===== config.mk =====
export PLATFORM = sky130hd
export DESIGN_NAME = quoted_literal_escape_decoder
export DESIGN_NICKNAME = d
export VERILOG_FILES = /design/src/sv/qled_pkg.sv /design/src/sv/quoted_literal_escape_decoder.sv /design/src/sv/qled_front.sv /design/src/sv/qled_fifo.sv /design/src/sv/qled_back.sv
export SDC_FILE = /design/constraint.sdc
export NUM_CORES = 1
export LEC_CHECK = 0
export BUFFER_PORTS_ARGS = -buffer_cell sky130_fd_sc_hd__clkbuf_2
export CORE_MARGIN = 1
export CORE_UTILIZATION = 57
export DETAILED_ROUTE_END_ITERATION = 16
export GPL_TIMING_DRIVEN = 0
export PLACE_DENSITY = 0.86
export SETUP_SLACK_MARGIN = 0.2
export SLEW_MARGIN = 10
export SYNTH_ARGS = -nofsm -noshare
export SYNTH_HDL_FRONTEND = slang
export SYNTH_SLANG_ARGS = --single-unit

===== constraint.sdc =====
create_clock -name clk_i -period 6.55 [get_ports clk_i]
set_clock_uncertainty 0.05 [all_clocks]
set_input_delay 0.9825 -clock clk_i [delete_from_list [all_inputs] [get_ports clk_i]]
set_output_delay 0.9825 -clock clk_i [all_outputs]
set_load 0.01 [all_outputs]

===== src/sv/qled_pkg.sv =====
package qled_pkg;

  // Default saturation limit of the source byte counter
  localparam longint unsigned MaxLengthDef = 64'd65535;

  // Result groups held between the front and back ends
  localparam int unsigned QDepth = 4;

  // Most results one source byte can cause
  localparam int unsigned MaxResults = 4;

  // Characters with a special meaning in a literal
  localparam logic [7:0] ChNul    = 8'h00;
  localparam logic [7:0] ChDquote = 8'h22;
  localparam logic [7:0] ChSquote = 8'h27;
  localparam logic [7:0] ChBslash = 8'h5C;

  typedef enum logic [1:0] {
    KIND_DATA   = 2'd0,
    KIND_DONE   = 2'd1,
    KIND_BAD    = 2'd2,
    KIND_NOTLIT = 2'd3
  } kind_e;

  typedef enum logic [2:0] {
    PH_IDLE = 3'd0,
    PH_BODY = 3'd1,
    PH_ESC  = 3'd2,
    PH_OCT  = 3'd3,
    PH_HEX4 = 3'd4,
    PH_HEX8 = 3'd5
  } phase_e;

  typedef struct packed {
    logic [7:0] src_byte;
    logic       begin_req;
  } in_item_t;

  typedef struct packed {
    logic [7:0]  out_byte;
    kind_e       kind;
    logic        char_literal;
    logic [15:0] consumed;
    logic        final_res;
  } out_item_t;

  // All results caused by one source byte: data bytes first, then an
  // optional status result
  typedef struct packed {
    logic [MaxResults-1:0][7:0] data;
    logic [2:0]                 ndata;
    logic                       has_status;
    kind_e                      status;
    logic                       char_lit;
    logic [15:0]                consumed;
  } grp_t;

endpackage


===== src/sv/quoted_literal_escape_decoder.sv =====
// Quoted literal decoder: takes one source byte per cycle while the result
// queue has room, with begin_req marking the opening quote, and delivers
// decoded text bytes, UTF-8 for octal, \u and \U escapes, followed by a
// completion, malformed or not-a-literal status. A byte is accepted
// whenever the four-entry result queue between the decoder front end and
// the output back end has room; each byte causes zero to four results, and
// the back end delivers one result per cycle while out_ready_i is high. The
// results of an accepted byte are registered in the queue and leave from
// its head. MAX_LENGTH sets where the source byte count saturates; the
// reported count saturates at 65535.
module quoted_literal_escape_decoder import qled_pkg::*; #(
  parameter longint unsigned MAX_LENGTH = MaxLengthDef
) (
  input  logic      clk_i,
  input  logic      rst_ni,
  input  logic      in_valid_i,
  output logic      in_ready_o,
  input  in_item_t  in_data_i,
  output logic      out_valid_o,
  input  logic      out_ready_i,
  output out_item_t out_data_o
);

  logic push, full, q_valid, pop;
  grp_t grp_in, grp_head;

  // Byte decoder
  qled_front #(
    .MAX_LENGTH(MAX_LENGTH)
  ) u_front (
    .clk_i     (clk_i),
    .rst_ni    (rst_ni),
    .in_valid_i(in_valid_i),
    .in_ready_o(in_ready_o),
    .in_data_i (in_data_i),
    .full_i    (full),
    .push_o    (push),
    .grp_o     (grp_in)
  );

  // Result group queue
  qled_fifo u_fifo (
    .clk_i  (clk_i),
    .rst_ni (rst_ni),
    .push_i (push),
    .grp_i  (grp_in),
    .pop_i  (pop),
    .full_o (full),
    .valid_o(q_valid),
    .grp_o  (grp_head)
  );

  // Result serialiser
  qled_back u_back (
    .clk_i      (clk_i),
    .rst_ni     (rst_ni),
    .valid_i    (q_valid),
    .grp_i      (grp_head),
    .pop_o      (pop),
    .out_valid_o(out_valid_o),
    .out_ready_i(out_ready_i),
    .out_data_o (out_data_o)
  );

endmodule


===== src/sv/qled_front.sv =====
module qled_front import qled_pkg::*; #(
  parameter longint unsigned MAX_LENGTH = MaxLengthDef
) (
  input  logic     clk_i,
  input  logic     rst_ni,
  input  logic     in_valid_i,
  output logic     in_ready_o,
  input  in_item_t in_data_i,
  input  logic     full_i,
  output logic     push_o,
  output grp_t     grp_o
);

  localparam int unsigned LenW = $clog2(MAX_LENGTH + 64'd1);
  localparam logic [3:0]  OctDigits  = 4'd3;
  localparam logic [3:0]  Hex4Digits = 4'd4;
  localparam logic [3:0]  Hex8Digits = 4'd8;
  localparam logic [31:0] MaxCodePoint = 32'h0010_FFFF;
  localparam logic [3:0]  CharLitMax = 4'd7;

  typedef struct packed {
    logic [2:0]      n;
    logic [3:0][7:0] b;
  } utf8_t;

  // Per-byte classification feeding next state, counters and results
  typedef struct packed {
    logic        start;
    logic        notlit;
    logic        bad;
    logic        drop;
    logic        emit;
    logic [31:0] cp;
    logic        lit;
    logic [7:0]  lit_val;
    logic        run_body;
    logic        go_hex4;
    logic        go_hex8;
    logic        go_oct;
    logic        oct_step;
    logic        hex_step;
  } act_t;

  function automatic utf8_t utf8_enc(input logic [31:0] cp);
    utf8_t r;
    r = '0;
    if (cp < 32'h80) begin
      r.n    = 3'd1;
      r.b[0] = cp[7:0];
    end else if (cp < 32'h800) begin
      r.n    = 3'd2;
      r.b[0] = {3'b110, cp[10:6]};
      r.b[1] = {2'b10, cp[5:0]};
    end else if (cp < 32'h1_0000) begin
      r.n    = 3'd3;
      r.b[0] = {4'b1110, cp[15:12]};
      r.b[1] = {2'b10, cp[11:6]};
      r.b[2] = {2'b10, cp[5:0]};
    end else begin
      r.n    = 3'd4;
      r.b[0] = {5'b11110, cp[20:18]};
      r.b[1] = {2'b10, cp[17:12]};
      r.b[2] = {2'b10, cp[11:6]};
      r.b[3] = {2'b10, cp[5:0]};
    end
    return r;
  endfunction

  // {valid, value} of a hex digit
  function automatic logic [4:0] hex_val(input logic [7:0] ch);
    logic [4:0] r;
    r = '0;
    if (ch >= "0" && ch <= "9") begin
      r = {1'b1, ch[3:0]};
    end else if ((ch >= "a" && ch <= "f") || (ch >= "A" && ch <= "F")) begin
      r = {1'b1, ch[3:0] + 4'd9};
    end
    return r;
  endfunction

  phase_e          phase_q, phase_d;
  logic            sq_q, sq_d;
  logic [3:0]      dcnt_q, dcnt_d;
  logic [31:0]     acc_q, acc_d;
  logic [3:0]      cb_q, cb_d;
  logic [LenW-1:0] len_q, len_d;

  logic            in_fire;
  logic [7:0]      c;
  act_t            act;
  logic [3:0]      dcnt_inc;
  logic [31:0]     acc_oct, acc_hex;
  logic [4:0]      hx;
  utf8_t           enc;
  logic [2:0]      nd_pre, nd;
  logic [4:0]      cb_sum_pre, cb_sum;
  logic [3:0]      cb_mid;
  logic [7:0]      close_ch;
  logic            b_bad, b_done, b_esc, b_data;
  logic [LenW+15:0] len_x;
  logic [2:0]      tot;

  assign in_ready_o = !full_i;
  assign in_fire    = in_valid_i && in_ready_o;
  assign c          = in_data_i.src_byte;
  assign dcnt_inc   = dcnt_q + 4'd1;
  assign acc_oct    = {acc_q[28:0], c[2:0]};
  assign hx         = hex_val(c);
  assign acc_hex    = {acc_q[27:0], hx[3:0]};

  // Classify the byte against the current phase
  always_comb begin
    act = '0;
    act.cp = acc_q;
    if (in_fire) begin
      if (in_data_i.begin_req) begin
        if (c == ChDquote || c == ChSquote) begin
          act.start = 1'b1;
        end else begin
          act.notlit = 1'b1;
        end
      end else if (phase_q != PH_IDLE) begin
        unique case (phase_q)
          PH_BODY: begin
            act.run_body = 1'b1;
          end
          PH_ESC: begin
            if (c == ChNul) begin
              act.bad = 1'b1;
            end else begin
              act.lit     = 1'b1;
              act.lit_val = c;
              unique case (c) inside
                "a": act.lit_val = 8'h07;
                "b": act.lit_val = 8'h08;
                "e": act.lit_val = 8'h1B;
                "f": act.lit_val = 8'h0C;
                "n": act.lit_val = 8'h0A;
                "r": act.lit_val = 8'h0D;
                "t": act.lit_val = 8'h09;
                "v": act.lit_val = 8'h0B;
                "u": begin
                  act.lit     = 1'b0;
                  act.go_hex4 = 1'b1;
                end
                "U": begin
                  act.lit     = 1'b0;
                  act.go_hex8 = 1'b1;
                end
                ["0":"7"]: begin
                  act.lit    = 1'b0;
                  act.go_oct = 1'b1;
                end
                default: act.lit_val = c;
              endcase
            end
          end
          PH_OCT: begin
            if (c >= "0" && c <= "7" && dcnt_q < OctDigits) begin
              act.oct_step = 1'b1;
              if (dcnt_inc >= OctDigits) begin
                act.emit = 1'b1;
                act.cp   = acc_oct;
              end
            end else begin
              // octal escape ended early: flush it, then treat byte as text
              act.emit     = 1'b1;
              act.cp       = acc_q;
              act.run_body = 1'b1;
            end
          end
          PH_HEX4, PH_HEX8: begin
            if (!hx[4]) begin
              act.bad = 1'b1;
            end else begin
              act.hex_step = 1'b1;
              if (dcnt_inc >= ((phase_q == PH_HEX4) ? Hex4Digits : Hex8Digits)) begin
                if (acc_hex > MaxCodePoint) begin
                  act.bad = 1'b1;
                end else begin
                  act.emit = 1'b1;
                  act.cp   = acc_hex;
                end
              end
            end
          end
          default: act.drop = 1'b1;
        endcase
      end
    end
  end

  // Encoded bytes ahead of any body action, and the decoded count so far
  always_comb begin
    enc        = utf8_enc(act.cp);
    nd_pre     = act.emit ? enc.n : 3'd0;
    cb_sum_pre = {1'b0, cb_q} + {2'b00, nd_pre};
    cb_mid     = (cb_sum_pre > 5'd15) ? 4'd15 : cb_sum_pre[3:0];
  end

  // Body byte: close, escape, end of text or plain data
  always_comb begin
    close_ch = sq_q ? ChSquote : ChDquote;
    b_bad    = 1'b0;
    b_done   = 1'b0;
    b_esc    = 1'b0;
    b_data   = 1'b0;
    if (act.run_body) begin
      if (c == ChNul) begin
        b_bad = 1'b1;
      end else if (c == close_ch) begin
        if (sq_q && cb_mid > CharLitMax) begin
          b_bad = 1'b1;
        end else begin
          b_done = 1'b1;
        end
      end else if (c == ChBslash) begin
        b_esc = 1'b1;
      end else begin
        b_data = 1'b1;
      end
    end
  end

  // Next phase
  always_comb begin
    phase_d = phase_q;
    if (act.start) begin
      phase_d = PH_BODY;
    end else if (act.notlit || act.bad || act.drop || b_bad || b_done) begin
      phase_d = PH_IDLE;
    end else if (b_esc) begin
      phase_d = PH_ESC;
    end else if (act.go_hex4) begin
      phase_d = PH_HEX4;
    end else if (act.go_hex8) begin
      phase_d = PH_HEX8;
    end else if (act.go_oct) begin
      phase_d = PH_OCT;
    end else if (act.emit || act.lit) begin
      phase_d = PH_BODY;
    end
  end

  // Counters and code accumulator
  always_comb begin
    sq_d   = sq_q;
    dcnt_d = dcnt_q;
    acc_d  = acc_q;
    len_d  = len_q;
    nd     = nd_pre + {2'b00, (b_data || act.lit)};
    cb_sum = {1'b0, cb_q} + {2'b00, nd};
    cb_d   = (cb_sum > 5'd15) ? 4'd15 : cb_sum[3:0];
    if (act.start) begin
      sq_d   = (c == ChSquote);
      len_d  = LenW'(1);
      cb_d   = '0;
      dcnt_d = '0;
      acc_d  = '0;
    end else if (in_fire && !in_data_i.begin_req && phase_q != PH_IDLE) begin
      if (len_q < LenW'(MAX_LENGTH)) begin
        len_d = len_q + LenW'(1);
      end
      if (act.go_hex4 || act.go_hex8) begin
        dcnt_d = '0;
        acc_d  = '0;
      end else if (act.go_oct) begin
        dcnt_d = 4'd1;
        acc_d  = {29'd0, c[2:0]};
      end else if (act.oct_step) begin
        dcnt_d = dcnt_inc;
        acc_d  = acc_oct;
      end else if (act.hex_step) begin
        dcnt_d = dcnt_inc;
        acc_d  = acc_hex;
      end
    end
  end

  // Result group for the queue
  always_comb begin
    grp_o          = '0;
    grp_o.char_lit = sq_q;
    grp_o.status   = KIND_DATA;
    len_x          = {16'd0, len_d};
    if (act.emit) begin
      grp_o.data = enc.b;
    end
    if (b_data || act.lit) begin
      grp_o.data[nd_pre[1:0]] = act.lit ? act.lit_val : c;
    end
    grp_o.ndata = nd;
    if (act.notlit) begin
      grp_o.has_status = 1'b1;
      grp_o.status     = KIND_NOTLIT;
      grp_o.char_lit   = 1'b0;
    end else if (act.bad || b_bad) begin
      grp_o.has_status = 1'b1;
      grp_o.status     = KIND_BAD;
    end else if (b_done) begin
      grp_o.has_status = 1'b1;
      grp_o.status     = KIND_DONE;
      grp_o.consumed   = (len_x > (LenW + 16)'(16'hFFFF)) ? 16'hFFFF : len_x[15:0];
    end
    tot    = grp_o.ndata + {2'b00, grp_o.has_status};
    push_o = (tot != 3'd0);
  end

  always_ff @(posedge clk_i or negedge rst_ni) begin
    if (!rst_ni) begin
      phase_q <= PH_IDLE;
      sq_q    <= 1'b0;
      dcnt_q  <= '0;
      acc_q   <= '0;
      cb_q    <= '0;
      len_q   <= '0;
    end else begin
      phase_q <= phase_d;
      sq_q    <= sq_d;
      dcnt_q  <= dcnt_d;
      acc_q   <= acc_d;
      cb_q    <= cb_d;
      len_q   <= len_d;
    end
  end

  // A group never holds more results than the back end can index
  assert property (@(posedge clk_i) disable iff (!rst_ni)
    push_o |-> (tot <= 3'(MaxResults)))
    else $error("result group too large");

  // Any status result closes the literal
  assert property (@(posedge clk_i) disable iff (!rst_ni)
    (push_o && grp_o.has_status) |=> (phase_q == PH_IDLE))
    else $error("status issued but literal still open");

  // Groups only come from accepted bytes
  assert property (@(posedge clk_i) disable iff (!rst_ni)
    push_o |-> in_fire)
    else $error("group pushed without a transaction");

endmodule


===== src/sv/qled_fifo.sv =====
module qled_fifo import qled_pkg::*; (
  input  logic clk_i,
  input  logic rst_ni,
  input  logic push_i,
  input  grp_t grp_i,
  input  logic pop_i,
  output logic full_o,
  output logic valid_o,
  output grp_t grp_o
);

  localparam int unsigned PtrW = (QDepth > 1) ? $clog2(QDepth) : 1;
  localparam int unsigned CntW = $clog2(QDepth + 1);

  grp_t            mem_q [QDepth];
  logic [PtrW-1:0] wr_q, wr_d, rd_q, rd_d;
  logic [CntW-1:0] cnt_q, cnt_d;
  logic            do_push, do_pop;

  assign full_o  = (cnt_q == CntW'(QDepth));
  assign valid_o = (cnt_q != '0);
  assign grp_o   = mem_q[rd_q];
  assign do_push = push_i && !full_o;
  assign do_pop  = pop_i && valid_o;

  // Pointer and occupancy update
  always_comb begin
    wr_d  = wr_q;
    rd_d  = rd_q;
    cnt_d = cnt_q;
    if (do_push) begin
      wr_d = (wr_q == PtrW'(QDepth - 1)) ? '0 : wr_q + PtrW'(1);
    end
    if (do_pop) begin
      rd_d = (rd_q == PtrW'(QDepth - 1)) ? '0 : rd_q + PtrW'(1);
    end
    if (do_push && !do_pop) begin
      cnt_d = cnt_q + CntW'(1);
    end else if (!do_push && do_pop) begin
      cnt_d = cnt_q - CntW'(1);
    end
  end

  always_ff @(posedge clk_i or negedge rst_ni) begin
    if (!rst_ni) begin
      wr_q  <= '0;
      rd_q  <= '0;
      cnt_q <= '0;
    end else begin
      wr_q  <= wr_d;
      rd_q  <= rd_d;
      cnt_q <= cnt_d;
    end
  end

  // Group storage
  always_ff @(posedge clk_i) begin
    if (do_push) begin
      mem_q[wr_q] <= grp_i;
    end
  end

  assert property (@(posedge clk_i) disable iff (!rst_ni)
    cnt_q <= CntW'(QDepth))
    else $error("queue occupancy out of range");

  assert property (@(posedge clk_i) disable iff (!rst_ni)
    !(push_i && full_o))
    else $error("group pushed into a full queue");

endmodule


===== src/sv/qled_back.sv =====
module qled_back import qled_pkg::*; (
  input  logic      clk_i,
  input  logic      rst_ni,
  input  logic      valid_i,
  input  grp_t      grp_i,
  output logic      pop_o,
  output logic      out_valid_o,
  input  logic      out_ready_i,
  output out_item_t out_data_o
);

  localparam int unsigned PosW = $clog2(MaxResults);

  logic [PosW-1:0] pos_q, pos_d;
  logic [2:0]      tot;
  logic            is_data, last, out_fire;

  assign tot         = grp_i.ndata + {2'b00, grp_i.has_status};
  assign is_data     = ({1'b0, pos_q} < grp_i.ndata);
  assign last        = ({1'b0, pos_q} == tot - 3'd1);
  assign out_valid_o = valid_i;
  assign out_fire    = out_valid_o && out_ready_i;
  assign pop_o       = out_fire && last;

  // Current result of the head group
  always_comb begin
    out_data_o              = '0;
    out_data_o.char_literal = grp_i.char_lit;
    out_data_o.final_res    = last;
    if (is_data) begin
      out_data_o.kind     = KIND_DATA;
      out_data_o.out_byte = grp_i.data[pos_q];
    end else begin
      out_data_o.kind     = grp_i.status;
      out_data_o.consumed = grp_i.consumed;
    end
  end

  // Step through the group, one result per transaction
  always_comb begin
    pos_d = pos_q;
    if (out_fire) begin
      pos_d = last ? '0 : pos_q + PosW'(1);
    end
  end

  always_ff @(posedge clk_i or negedge rst_ni) begin
    if (!rst_ni) begin
      pos_q <= '0;
    end else begin
      pos_q <= pos_d;
    end
  end

  assert property (@(posedge clk_i) disable iff (!rst_ni)
    valid_i |-> ({1'b0, pos_q} < tot))
    else $error("result index beyond group");

endmodule


* Word-level counts from Yosys, hierarchy flattened *
Memories as Yosys holds them, arrays and structs flattened.
Cells that the tools add are included.
Widths: inputs -> output; s select.

operators by class
  add/sub/neg operators = 14
  reduce and logical (&&, ||, !) cells = 42
  muxes and demuxes = 113
  equal/unequal tests = 23
  $lt $le $gt $ge = 22

operator list
  cell                   count
  $mux 32                8
  $mux 33                5
  $mux 16                9
  $mux 50                2
  $eq 8x7->1 const B     11
  $pmux 33 s2            1
  $pmux 8 s8             1
  $mux 3                 19
  $mux 52                1
  $mux 8                 6
  $mux 4                 10
  $mux 1                 35
  $bwmux 32              1
  $gt 32x21->1 const B   1
  $lt 32x12->1 const B   1
  $lt 32x17->1 const B   1
  $lt 32x8->1 const B    1
  $mux 24                1
  $mux 22                1
  $mux 9                 2
  $add 16x1->16 const B  1
  $bmux 8 s2             1
  $demux 8 s2            1
  $eq 8x6->1 const B     2
  other kinds (41)       92

word-level totals
  output and inout bits = 30
  memories kept = 1
  word-level logic and storage cells = 225
  memory bits (writable) = 220
  register bits after elaboration = 69

memories
  name          depth  bits a word  read ports  clocked after Yosys merged registers in  wr ports  line             RTL
  u_fifo.mem_q  4      55           1           0                                        1         qled_fifo.sv:15  grp_t mem_q [QDepth];

* Logic depth before layout (Yosys ltp) *
Gate-level depths: netlist of the first run.

  word-level depth = 37
  gate-level depth with buffers = 26
  gate-level depth less buffers = 23

* Modules after synthesis *
Synthesis of the first run repeated with hierarchy kept, for this count alone.

unflattened totals
  cell total of the unflattened synthesis = 1130
  area total of the unflattened synthesis = 14686.6 µm²

modules (own cells, without submodules)
  module      instances  seq. area each (µm²)  cells each  area an instance (µm²)
  qled_fifo   1          6781.5                324         8369.3
  qled_front  1          1501.4                736         5641.7
  qled_back   1          50.0                  70          675.6

* Worst setup path before layout of the first run *
Ideal clock, no wire load.

  path type = in2reg
  start = input in_data_i[1] in the netlist's numbering
  end = memory u_fifo.mem_q[0][0] in the netlist's numbering (enable)
  buffers on the path = 3
  arrival = 6319 ps
  required time = 6082 ps
  stages on the path = 20
  setup slack = -237 ps
  setup time = 418 ps
  cell sequence = buf_2 > inv_1 > ha_1 > o21ba_2 > o21a_2 > o211a_1 > and3_1 > buf_4 > a221o_1 > or3b_1 > buf_6 > nor2_2 > a21boi_0 > ha_1 > ha_1 > ha_1 > xor2_1 > xnor2_4 > a21oi_4 > and2_1

RTL lines
  what         line                                 RTL
  from (decl)  quoted_literal_escape_decoder.sv:18  input in_item_t in_data_i,
  to (decl)    qled_fifo.sv:15

==> results of run 1 <==
==> sequential cells by signal, indices dropped and copies added (netlist names), 3 cells and up <==
signal / count
u_fifo.cnt_q: 3
u_fifo.mem_q: 220
u_front.acc_q: 32
u_front.cb_q: 4
u_front.dcnt_q: 4
u_front.len_q: 16
u_front.phase_q: 3
==> layout make-up <==
cell class              instances  area [µm²]  area share, %
well taps                     330         413           2.53
inverters                      29         114          0.697
repair buffers                 49         278           1.70
multi-input cells             726        5960           36.5
flip-flops and latches        289        8330           51.0
plain buffers                  69         319           1.95
clock inverters                11         129          0.788
clock buffers                  40         797           4.88
==> cell usage after synthesis, types with 7 or more instances <==
cell type and count:
xnor2_1 8, mux4_2 63, and2_1 20, and3_1 13
o21ai_0 29, clkbuf_1 46, nand4_1 12, a31oi_1 12
nand2_1 101, dfrtp_1 69, a21oi_1 32, or2_2 8
o211ai_1 8, nor2b_1 28, a22oi_1 8, a21o_1 7
nand3_1 25, xor2_1 14, nand2b_1 7, a22o_1 13
o31ai_1 32, nor3_1 23, buf_1 11, o22ai_1 14
ha_1 26, mux2i_1 31, inv_1 27, nor2_1 79
or3_1 11, edfxtp_1 220
==> layout by cell type, fill, tap and decap left out, types with 11 or more instances in the layout <==
| cell | synthesis | routed |
|---|---|---|
| a21oi_1 | 32 | 32 |
| a22o_1 | 13 | 13 |
| a31oi_1 | 12 | 12 |
| and2_1 | 20 | 16 |
| and3_1 | 13 | 13 |
| buf_4 | 5 | 11 |
| clkbuf_1 | 46 | 52 |
| clkbuf_16 | 0 | 29 |
| clkbuf_2 | 0 | 42 |
| dfrtp_1 | 69 | 69 |
| edfxtp_1 | 220 | 220 |
| ha_1 | 26 | 20 |
| inv_1 | 27 | 27 |
| mux2i_1 | 31 | 31 |
| mux4_2 | 63 | 63 |
| nand2_1 | 101 | 101 |
| nand3_1 | 25 | 25 |
| nand4_1 | 12 | 12 |
| nor2_1 | 79 | 78 |
| nor2b_1 | 28 | 28 |
| nor3_1 | 23 | 23 |
| o21ai_0 | 29 | 29 |
| o22ai_1 | 14 | 14 |
| o31ai_1 | 32 | 32 |
| or3_1 | 11 | 11 |
| xor2_1 | 14 | 13 |
==> kinds of logic (layout without fill, tap and decap cells) <==
| family | Yosys count | after routing |
|---|---|---|
| compound gates | 214 | 214 |
| xor+xnor | 23 | 23 |
| fa+ha+maj | 28 | 28 |
| buf+inv | 98 | 198 |
| flops | 289 | 289 |
| mux | 103 | 103 |
| simple gates | 358 | 358 |
==> layer usage <==
layer	GRT usage, %	wire [µm]	up-vias
li1	-	-	4460
met2	47.9	18200	516
met3	3.27	2670	88
met1	40.2	15000	5120
met5	0	0	-
met4	8.75	1060	0
==> repair_timing <==
item / in CTS / in global routing
setup endpoints to repair: 242 / 222
resized for setup: 14 / 14
buffers inserted: 4 / 2
pin swaps: 4 / 5
==> worst paths after layout <==
kind	from	end	slack, ps	cells after the start
min in group clk_i	u_fifo.cnt_q[2]	u_fifo.cnt_q[2]	440	1
min	rst_ni	u_front.len_q[5]	350	1
max in group asynchronous	rst_ni	u_front.acc_q[12]	5520	2
max reg2reg	u_front.dcnt_q[0]	u_fifo.cnt_q[2]	370	24
min reg2reg	u_fifo.cnt_q[2]	u_fifo.cnt_q[2]	440	1
max	in_data_i[1]	u_fifo.cnt_q[2]	350	24
==> where the power goes <==
part           internal (mW)  switching [mW]
sequential              2.19          0.0913
clock                  0.959           0.657
combinational          0.710           0.836
==> stage by stage <==
step                cell area [µm²]  utilization [%]  TNS [ps]  setup WS, ps
floorplan                     14600                -         0           355
global placement              15200             60.5   -189860          -890
detailed placement            15300             60.6   -102410          -476
CTS                           16300             64.6         0           221
global route                  16300             64.9         0           179
finish                        16300             64.9         0           354
==> worst register-to-register path: cells and delay by family, from the launching register on <==
family | cells | cell delay [ps]
AO/OA/AOI/OAI | 3 | 800
XOR/XNOR | 4 | 670
flip-flops | 1 | 430
AND/OR/NAND/NOR | 6 | 1570
adder cells (fa/ha/maj) | 6 | 1690
multiplexers | 1 | 380
buffers and inverters | 4 | 480
==> impl_metrics.ini, run 1 <==
[clocking]
clock_sink_count = 289
clk_latency_ps = 540
cts_hold_buf = 0
clk_pin_slew_ps = 60
h-tree-depth = 1
cts-root-buf = clkbuf_16
cts_tree = built
cts_buffer_depth = 3
cts_inserted_buffers = 28

[setup_path]
worstSetupPathType = primary input to register
end_kind = register
critPathMostFrequentCell = ha_2
crit_slowest_cell = or3_1
critical-path-max-stage-delay_ps = 480
arrival_ps = 6570
critPathLaunchType = primary input
crit_buf_inv = 6
path_cells = clkbuf_2 > clkbuf_4 > inv_1 > ha_1 > o21ba_2 > o21a_2 > o211a_1 > buf_6 > and4_1 > or3_1 > or3_1 > buf_2 > o21a_1 > ha_2 > ha_2 > xor2_4 > xnor2_4 > a21oi_4 > ha_2 > inv_1 > fa_1 > xor2_1 > nor2_1 > xor2_1
critPathRequiredTime_ps = 6920
worstPathMaxFanout = 10
crit_family = adder cells

[floorplan]
ioPinCount = 43
placementRows = 58
chipWidth_um = 162
die_area_um2 = 26300
dieHeight_um = 162
initial_core_util_pct = 58.0
core-area_um2 = 25200

[cells_and_area]
antenna_cells = 0
layout-drive-gt1-share_pct = 19.0
syn_to_final_growth_pct = 11.9
stdcell_count = 1543
nNetsFinal = 1233
fillCellCount = 1783

[synth]
syn_inst = 1113
synth_area_um2 = 14600
yosys.area.top_type = edfxtp_1
synthMuxAreaShare_pct = 12.6
yosys_warnings = 0
synth_edf_count = 220
yosys.area.top_type_share_pct = 45.2
synth_simple_gate_area_share_pct = 12.8
avgSynthCellArea_um2 = 13.1
synth_compound_area_share_pct = 10.8
syn_nets = 1154
synth_top_family_by_area = simple AND/OR/NAND/NOR gates
synth_fa_ha_area_share_pct = 2.50
yosysSeqAreaShare_pct = 57.0
async_flop_share_pct = 23.9
synth_area_leaders = edfxtp_1 (45%), dfrtp_1 (12%), mux4_2 (9.7%)
synthXorXnorAreaFrac_pct = 1.51
synth-seq-cells = 289
synthDistinctLibCells = 97
synth-main-ff-cell = edfxtp_1

[global_routing]
antenna_found_initial = 0
grt_pass1_vias = 10000
grt_max_degree = 56
grt-ovfl-total = 0
grt_pass1_wl_um = 57500
grtUsageTotal_pct = 28.8

[drt]
antenna_left = 0
viasPerCell = 6.60
drt-pass1-iter-count = 6
finalWirelength_um = 37000
drtIter0Drc = 1203
num_vias = 10200
detail_route.wl_per_cell_um = 24.0
route.detailed.drc = 0

[timing]
fin_crit_sh_pct = 94.6
worst_pin_slew_ps = 1100
fmax_ghz = 0.161
slew_viol_final = 0
setup_viol = 0
slew_headroom_pct = 25.4
final.min_clock_period_ps = 6200
whs_ps = 353
rsz0062_at_grt = false
hold_viol = 0

[power]
p_leak_nw = 6.11
ir_drop_mv = 0.240
p_per_area_nw_per_um2 = 333
total_power_mw = 5.44

[placed_design]
place.port_buffers = 42
gp_congestion = 0.971
place_hpwl_um = 24400
placed_cells = 1486

[hold_path]
worst_hold_path_type = primary input to asynchronous set/reset pin

[flow_run]
maxCapViolations = 0

[outcome]
status = complete, no violations
Note: power is estimated with default switching activity, not from simulation.
==> inputs of run 2 (changes only) <==
==> constraint.sdc (replaced) <==
create_clock -name clk_i -period 5.3 [get_ports clk_i]
set_clock_uncertainty 0.05 [all_clocks]
set_input_delay 0.795 -clock clk_i [delete_from_list [all_inputs] [get_ports clk_i]]
set_output_delay 0.795 -clock clk_i [all_outputs]
set_load 0.01 [all_outputs]
==> run 2 against run 1 <==
Largest cell class unchanged. Non-clock buffer count increased by 45. Combinational power rose by 42%. Global-route usage increased by 4.1 points. Die area unchanged. Cell count increased by 4.8%. The flow now finishes with violations (setup timing). Utilization grew 3.8 points. Worst setup slack got worse by 620 ps.
==> impl_metrics.ini, run 2 (synthesized netlist as in run 1, its figures left out) <==
[outcome]
status = finished with violations
violations = setup timing

[cells_and_area]
final_cell_mix = edfxtp_1 (220), nand2_1 (101), nor2_1 (77)
stdcell_count = 1617
final_common_cell = edfxtp_1
nNetsFinal = 1306
reg_top3 = u_fifo.mem_q (220), u_front.acc_q (32), u_front.len_q (16)
regArea_um2 = 8340
top_register = u_fifo.mem_q
largest_reg_flops = 220
layout-drive-gt1-share_pct = 25.6
syn_to_final_growth_pct = 18.4
fillCellCount = 1621
multi_input_comb_area_um2 = 6430
antenna_cells = 0

[clocking]
cts_tree = built
cts_inserted_buffers = 28
clock_sink_count = 289
cts_hold_buf = 0
cts-root-buf = clkbuf_16
clk_latency_ps = 550
clk_pin_slew_ps = 80
h-tree-depth = 1
cts_buffer_depth = 3

[timing]
hold_viol = 0
slew_viol_final = 0
fin_ws_ps = -265
slew_headroom_pct = 25.9
setup_viol = 112
fin_crit_sh_pct = 105
timing.setup.tns_ps = -9870
final.min_clock_period_ps = 5570
worst_pin_slew_ps = 1110
rsz0062_at_grt = true
whs_ps = 146
fmax_ghz = 0.180

[setup_path]
r2r_end = u_fifo.mem_q[0][26]
reg2reg_depth = 33
endpoint = u_fifo.mem_q[0][26]
rrSetupSlack_ps = -270
arrival_ps = 5830
end_kind = register
timing.rr.start = u_front.dcnt_q[0]
critical-path-max-stage-delay_ps = 450
critPathMostFrequentCell = buf_6
critPathLaunchType = register
critPathRequiredTime_ps = 5560
worstPathMaxFanout = 5
crit_slowest_cell = dfrtp_2
startpoint = u_front.dcnt_q[0]
worstSetupPathType = register to register

[drt]
antenna_left = 0
num_vias = 11200
route.detailed.drc = 0
finalWirelength_um = 43800
drt-pass1-iter-count = 6
detail_route.wl_per_cell_um = 27.1
drtIter0Drc = 1477
viasPerCell = 6.94

[floorplan]
die_area_um2 = 26300
core-area_um2 = 25200
ioPinCount = 43
dieHeight_um = 162
initial_core_util_pct = 58.0
chipWidth_um = 162
placementRows = 58

[power]
p_per_area_nw_per_um2 = 411
total_power_mw = 7.11
ir_drop_mv = 0.383
p_leak_nw = 6.55

[global_routing]
grt_pass1_wl_um = 64500
grtUsageTotal_pct = 32.9
grt_max_degree = 46
antenna_found_initial = 0
grt-ovfl-total = 0
grt_pass1_vias = 10800

[placed_design]
placed_cells = 1486
place.port_buffers = 42
place_hpwl_um = 24400
pre_cts_ws_ps = -1130
gp_congestion = 0.990

[flow_run]
maxCapViolations = 0

[hold_path]
worst_hold_path_type = primary input to asynchronous set/reset pin
run 2: changes by cell type in the layout (fill, tap and decap cells not counted), moves of 5 or more:
cell	previous run	this run
buf_4	11	40
ha_2	6	1
clkbuf_1	52	47
and2_4	4	33
ha_4	0	8
buf_6	2	17
run 2: repair_timing:
item,in CTS,in global routing
gates cloned,25,4
resized for setup,72,37
endpoints found under the setup margin,298,301
pin swaps,19,22
buffers inserted,36,14
run 2: routing by layer:
layer / track usage (%) / wire length, µm / part of all wire [%]
met4: 14.3 / 1830 / 4.2
met1: 44.6 / 16000 / 37
met2: 52.3 / 20800 / 47
met5: 0 / 0 / 0
met3: 6.18 / 5190 / 12
run 2: critical path: cells and delay by family, from the launching register on:
| kind | cells | cell delay, ps |
|---|---|---|
| fa+ha+maj | 2 | 490 |
| simple gates | 4 | 810 |
| xor+xnor | 1 | 120 |
| compound gates | 5 | 1320 |
| buf+inv | 21 | 2060 |
| flops | 1 | 450 |
run 2: area by class of cell:
cell class / count / area share (%)
flip-flops and latches: 289 / 48.2
multi-input cells: 754 / 37.1
clock buffers: 36 / 4.35
repair buffers: 94 / 4.09
well taps: 330 / 2.39
plain buffers: 69 / 2.00
clock inverters: 16 / 1.19
inverters: 29 / 0.672
run 2: metrics by stage:
stage,instance area (µm²),utilization [%]
4_1_cts,17000,67.6
6_report,17300,68.7
5_1_grt,17300,68.7
2_1_floorplan,14800,-
3_3_place_gp,15400,61.1
3_5_place_dp,15400,61.2
run 2: report_power, final:
group          internal [mW]  switching [mW]  leakage (nW)
combinational          0.974            1.22          3.15
sequential              2.70           0.120          2.94
clock                   1.24           0.857         0.456
total                   4.91            2.20          6.55
run 2: worst min path at each step:
stage	startpoint	end	slack, ps	depth (start not counted)
after floorplan	u_fifo.cnt_q[2]	u_fifo.cnt_q[2]	400	1
after global placement	u_fifo.cnt_q[2]	u_fifo.cnt_q[2]	420	1
after detailed placement	u_fifo.cnt_q[2]	u_fifo.cnt_q[2]	420	1
after CTS	rst_ni	u_front.cb_q[1]	150	1
after global routing	rst_ni	u_front.len_q[15]	180	1
final	rst_ni	u_front.len_q[0]	150	1
==> inputs of run 3 (changes only) <==
--- a/config.mk
+++ b/config.mk
@@ -7,10 +7,10 @@
 export LEC_CHECK = 0
 export BUFFER_PORTS_ARGS = -buffer_cell sky130_fd_sc_hd__clkbuf_2
 export CORE_MARGIN = 1
-export CORE_UTILIZATION = 57
+export CORE_UTILIZATION = 60
 export DETAILED_ROUTE_END_ITERATION = 16
 export GPL_TIMING_DRIVEN = 0
-export PLACE_DENSITY = 0.86
+export PLACE_DENSITY = 0.77
 export SETUP_SLACK_MARGIN = 0.2
 export SLEW_MARGIN = 10
 export SYNTH_ARGS = -nofsm -noshare
==> constraint.sdc (replaced) <==
create_clock -name clk_i -period 5.2 [get_ports clk_i]
set_clock_uncertainty 0.05 [all_clocks]
set_input_delay 0.78 -clock clk_i [delete_from_list [all_inputs] [get_ports clk_i]]
set_output_delay 0.78 -clock clk_i [all_outputs]
set_load 0.01 [all_outputs]
==> run 3 against run 2 <==
The run still ends with setup timing left. Utilization is 3.2 points higher. Maximum frequency is 2.7% higher. Sequential cell count stayed put. Wire length is 5.7% lower. Global-route usage is 0.40 points higher. Count of clock-buffer cells in the layout is 5 higher. Non-clock buffer count is 24 lower. Sequential power is 2% higher. Via count is 5.8% lower. Cell area is 1.6% lower. Highest routed layer unchanged.
==> impl_metrics.ini, run 3 (synthesized netlist as in run 1, its figures left out) <==
[outcome]
status = finished with violations
violations = setup timing

[cells_and_area]
syn_to_final_growth_pct = 16.6
reg_top3 = u_fifo.mem_q (220), u_front.acc_q (32), u_front.len_q (16)
layout-drive-gt1-share_pct = 23.5
antenna_cells = 0
final_common_cell = edfxtp_1
largest_reg_flops = 220
final_cell_mix = edfxtp_1 (220), nand2_1 (101), nor2_1 (77)
nNetsFinal = 1277
design_area_um2 = 17000
top_register = u_fifo.mem_q
fillCellCount = 1573
stdcell_count = 1576
final_core_util_pct = 71.9

[flow_run]
maxCapViolations = 0

[drt]
drt-pass1-iter-count = 5
num_vias = 10600
detail_route.wl_per_cell_um = 26.2
route.detailed.drc = 0
viasPerCell = 6.71
drtIter0Drc = 1332
finalWirelength_um = 41300
antenna_left = 0

[setup_path]
critical-path-max-stage-delay_ps = 550
critPathRequiredTime_ps = 5630
arrival_ps = 5850
worstPathMaxFanout = 6
crit_family = simple AND/OR/NAND/NOR gates
crit_slowest_cell = or4b_4
path_cells = ha_4 > or4b_4 > nor4_4 > and2_1 > buf_6 > mux2_4 > a221o_1 > or3b_1 > buf_6 > nor2_4 > a21boi_4 > ha_4 > ha_4 > ha_4 > xor2_4 > xnor2_4 > a21oi_4 > ha_4 > inv_2 > fa_2 > xor2_1 > nor2_1 > xor2_1
crit_buf_inv = 3
critPathLaunchType = register
critPathMostFrequentCell = ha_4
end_kind = register
worstSetupPathType = register to register

[timing]
slew_headroom_pct = 22.4
fin_ws_ps = -220
setup_viol = 123
fin_crit_sh_pct = 104
worst_pin_slew_ps = 1150
slew_viol_final = 0
final.min_clock_period_ps = 5420
whs_ps = 150
rsz0062_at_grt = true
fmax_ghz = 0.184
hold_viol = 0

[floorplan]
initial_core_util_pct = 61.7
ioPinCount = 43
die_area_um2 = 25000
placementRows = 56
core-area_um2 = 23700
chipWidth_um = 158
dieHeight_um = 158

[placed_design]
gp_congestion = 1.01
dpl_cell_area_um2 = 15400
placed_cells = 1475
pre_cts_ws_ps = -1240
place_hpwl_um = 24100
place.port_buffers = 42

[power]
ir_drop_mv = 0.297
p_per_area_nw_per_um2 = 419
p_leak_nw = 6.39

[clocking]
clock_sink_count = 289
clk_pin_slew_ps = 60
clk_latency_ps = 550
cts_buffer_depth = 3
h-tree-depth = 1
cts_tree = built
cts-root-buf = clkbuf_16
cts_inserted_buffers = 28

[global_routing]
grt-ovfl-total = 0
antenna_found_initial = 0
grt_pass1_wl_um = 60900
grt_use_met1_pct = 45.6
gr-usage-met3_pct = 6.21
gr-usage-met2_pct = 53.1
grtUsageTotal_pct = 33.3
grt_pass1_vias = 10200
grt_max_degree = 44
top_usage_layer = met2

[hold_path]
worst_hold_path_type = primary input to asynchronous set/reset pin
==> run 3: changes by cell type in the layout (fill, tap and decap cells not counted), moves of 2 or more <==
cell and delta:
clkinvlp_4 -2, buf_6 -13, buf_4 -17, clkbuf_8 +4
bufinv_16 -2, clkbuf_16 -2, clkinv_1 -3, clkbuf_1 +3
buf_12 +7, and2_4 -6
==> run 3: per-stage QoR <==
step,setup TNS [ps],power [mW]
after floorplan,-24240,4.20
after global placement,-286070,4.74
after detailed placement,-290710,4.82
after CTS,-8650,7.05
after global routing,-17580,7.41
final,-7070,7.13
==> run 3: final timing paths <==
path	cells after the start	endpoint	slack (ps)	start
max	23	u_fifo.cnt_q[2]	-220	u_front.dcnt_q[1]
min	1	u_front.len_q[10]	150	rst_ni
max reg2reg	23	u_fifo.cnt_q[2]	-220	u_front.dcnt_q[1]
min reg2reg	1	u_fifo.cnt_q[2]	450	u_fifo.cnt_q[2]
max in group asynchronous	2	u_front.acc_q[9]	4350	rst_ni
min in group clk_i	1	u_fifo.cnt_q[2]	450	u_fifo.cnt_q[2]
==> run 3: metal layers <==
layer  share of wire (%)  wire (µm)
met5                   0          0
met1                  38      15900
met3                  10       4120
met4                 4.4       1830
met2                  47      19400
==> run 3: repair_timing <==
| action | CTS | global route |
|---|---|---|
| setup endpoints to repair | 305 | 298 |
| setup buffers | 23 | 4 |
| gates cloned | 17 | 6 |
| pin swaps | 20 | 17 |
| hold buffers | 0 | 0 |
| gates resized for setup | 67 | 21 |
==> run 3: cell type report <==
class | instances | area [µm²] | area share, %
Buffer | 69 | 352 | 2.06
Clock buffer | 41 | 790 | 4.63
Clock inverter | 10 | 135 | 0.793
Inverter | 29 | 116 | 0.683
Multi-Input combinational cell | 749 | 6350 | 37.3
Sequential cell | 289 | 8340 | 48.9
Tap cell | 319 | 399 | 2.34
Timing Repair Buffer | 70 | 551 | 3.23
==> run 3: power by group <==
group / total [mW] / switching (mW) / internal [mW]
sequential: 2.87 / 0.118 / 2.75
combinational: 2.20 / 1.20 / 1.00
clock: 2.06 / 0.865 / 1.20
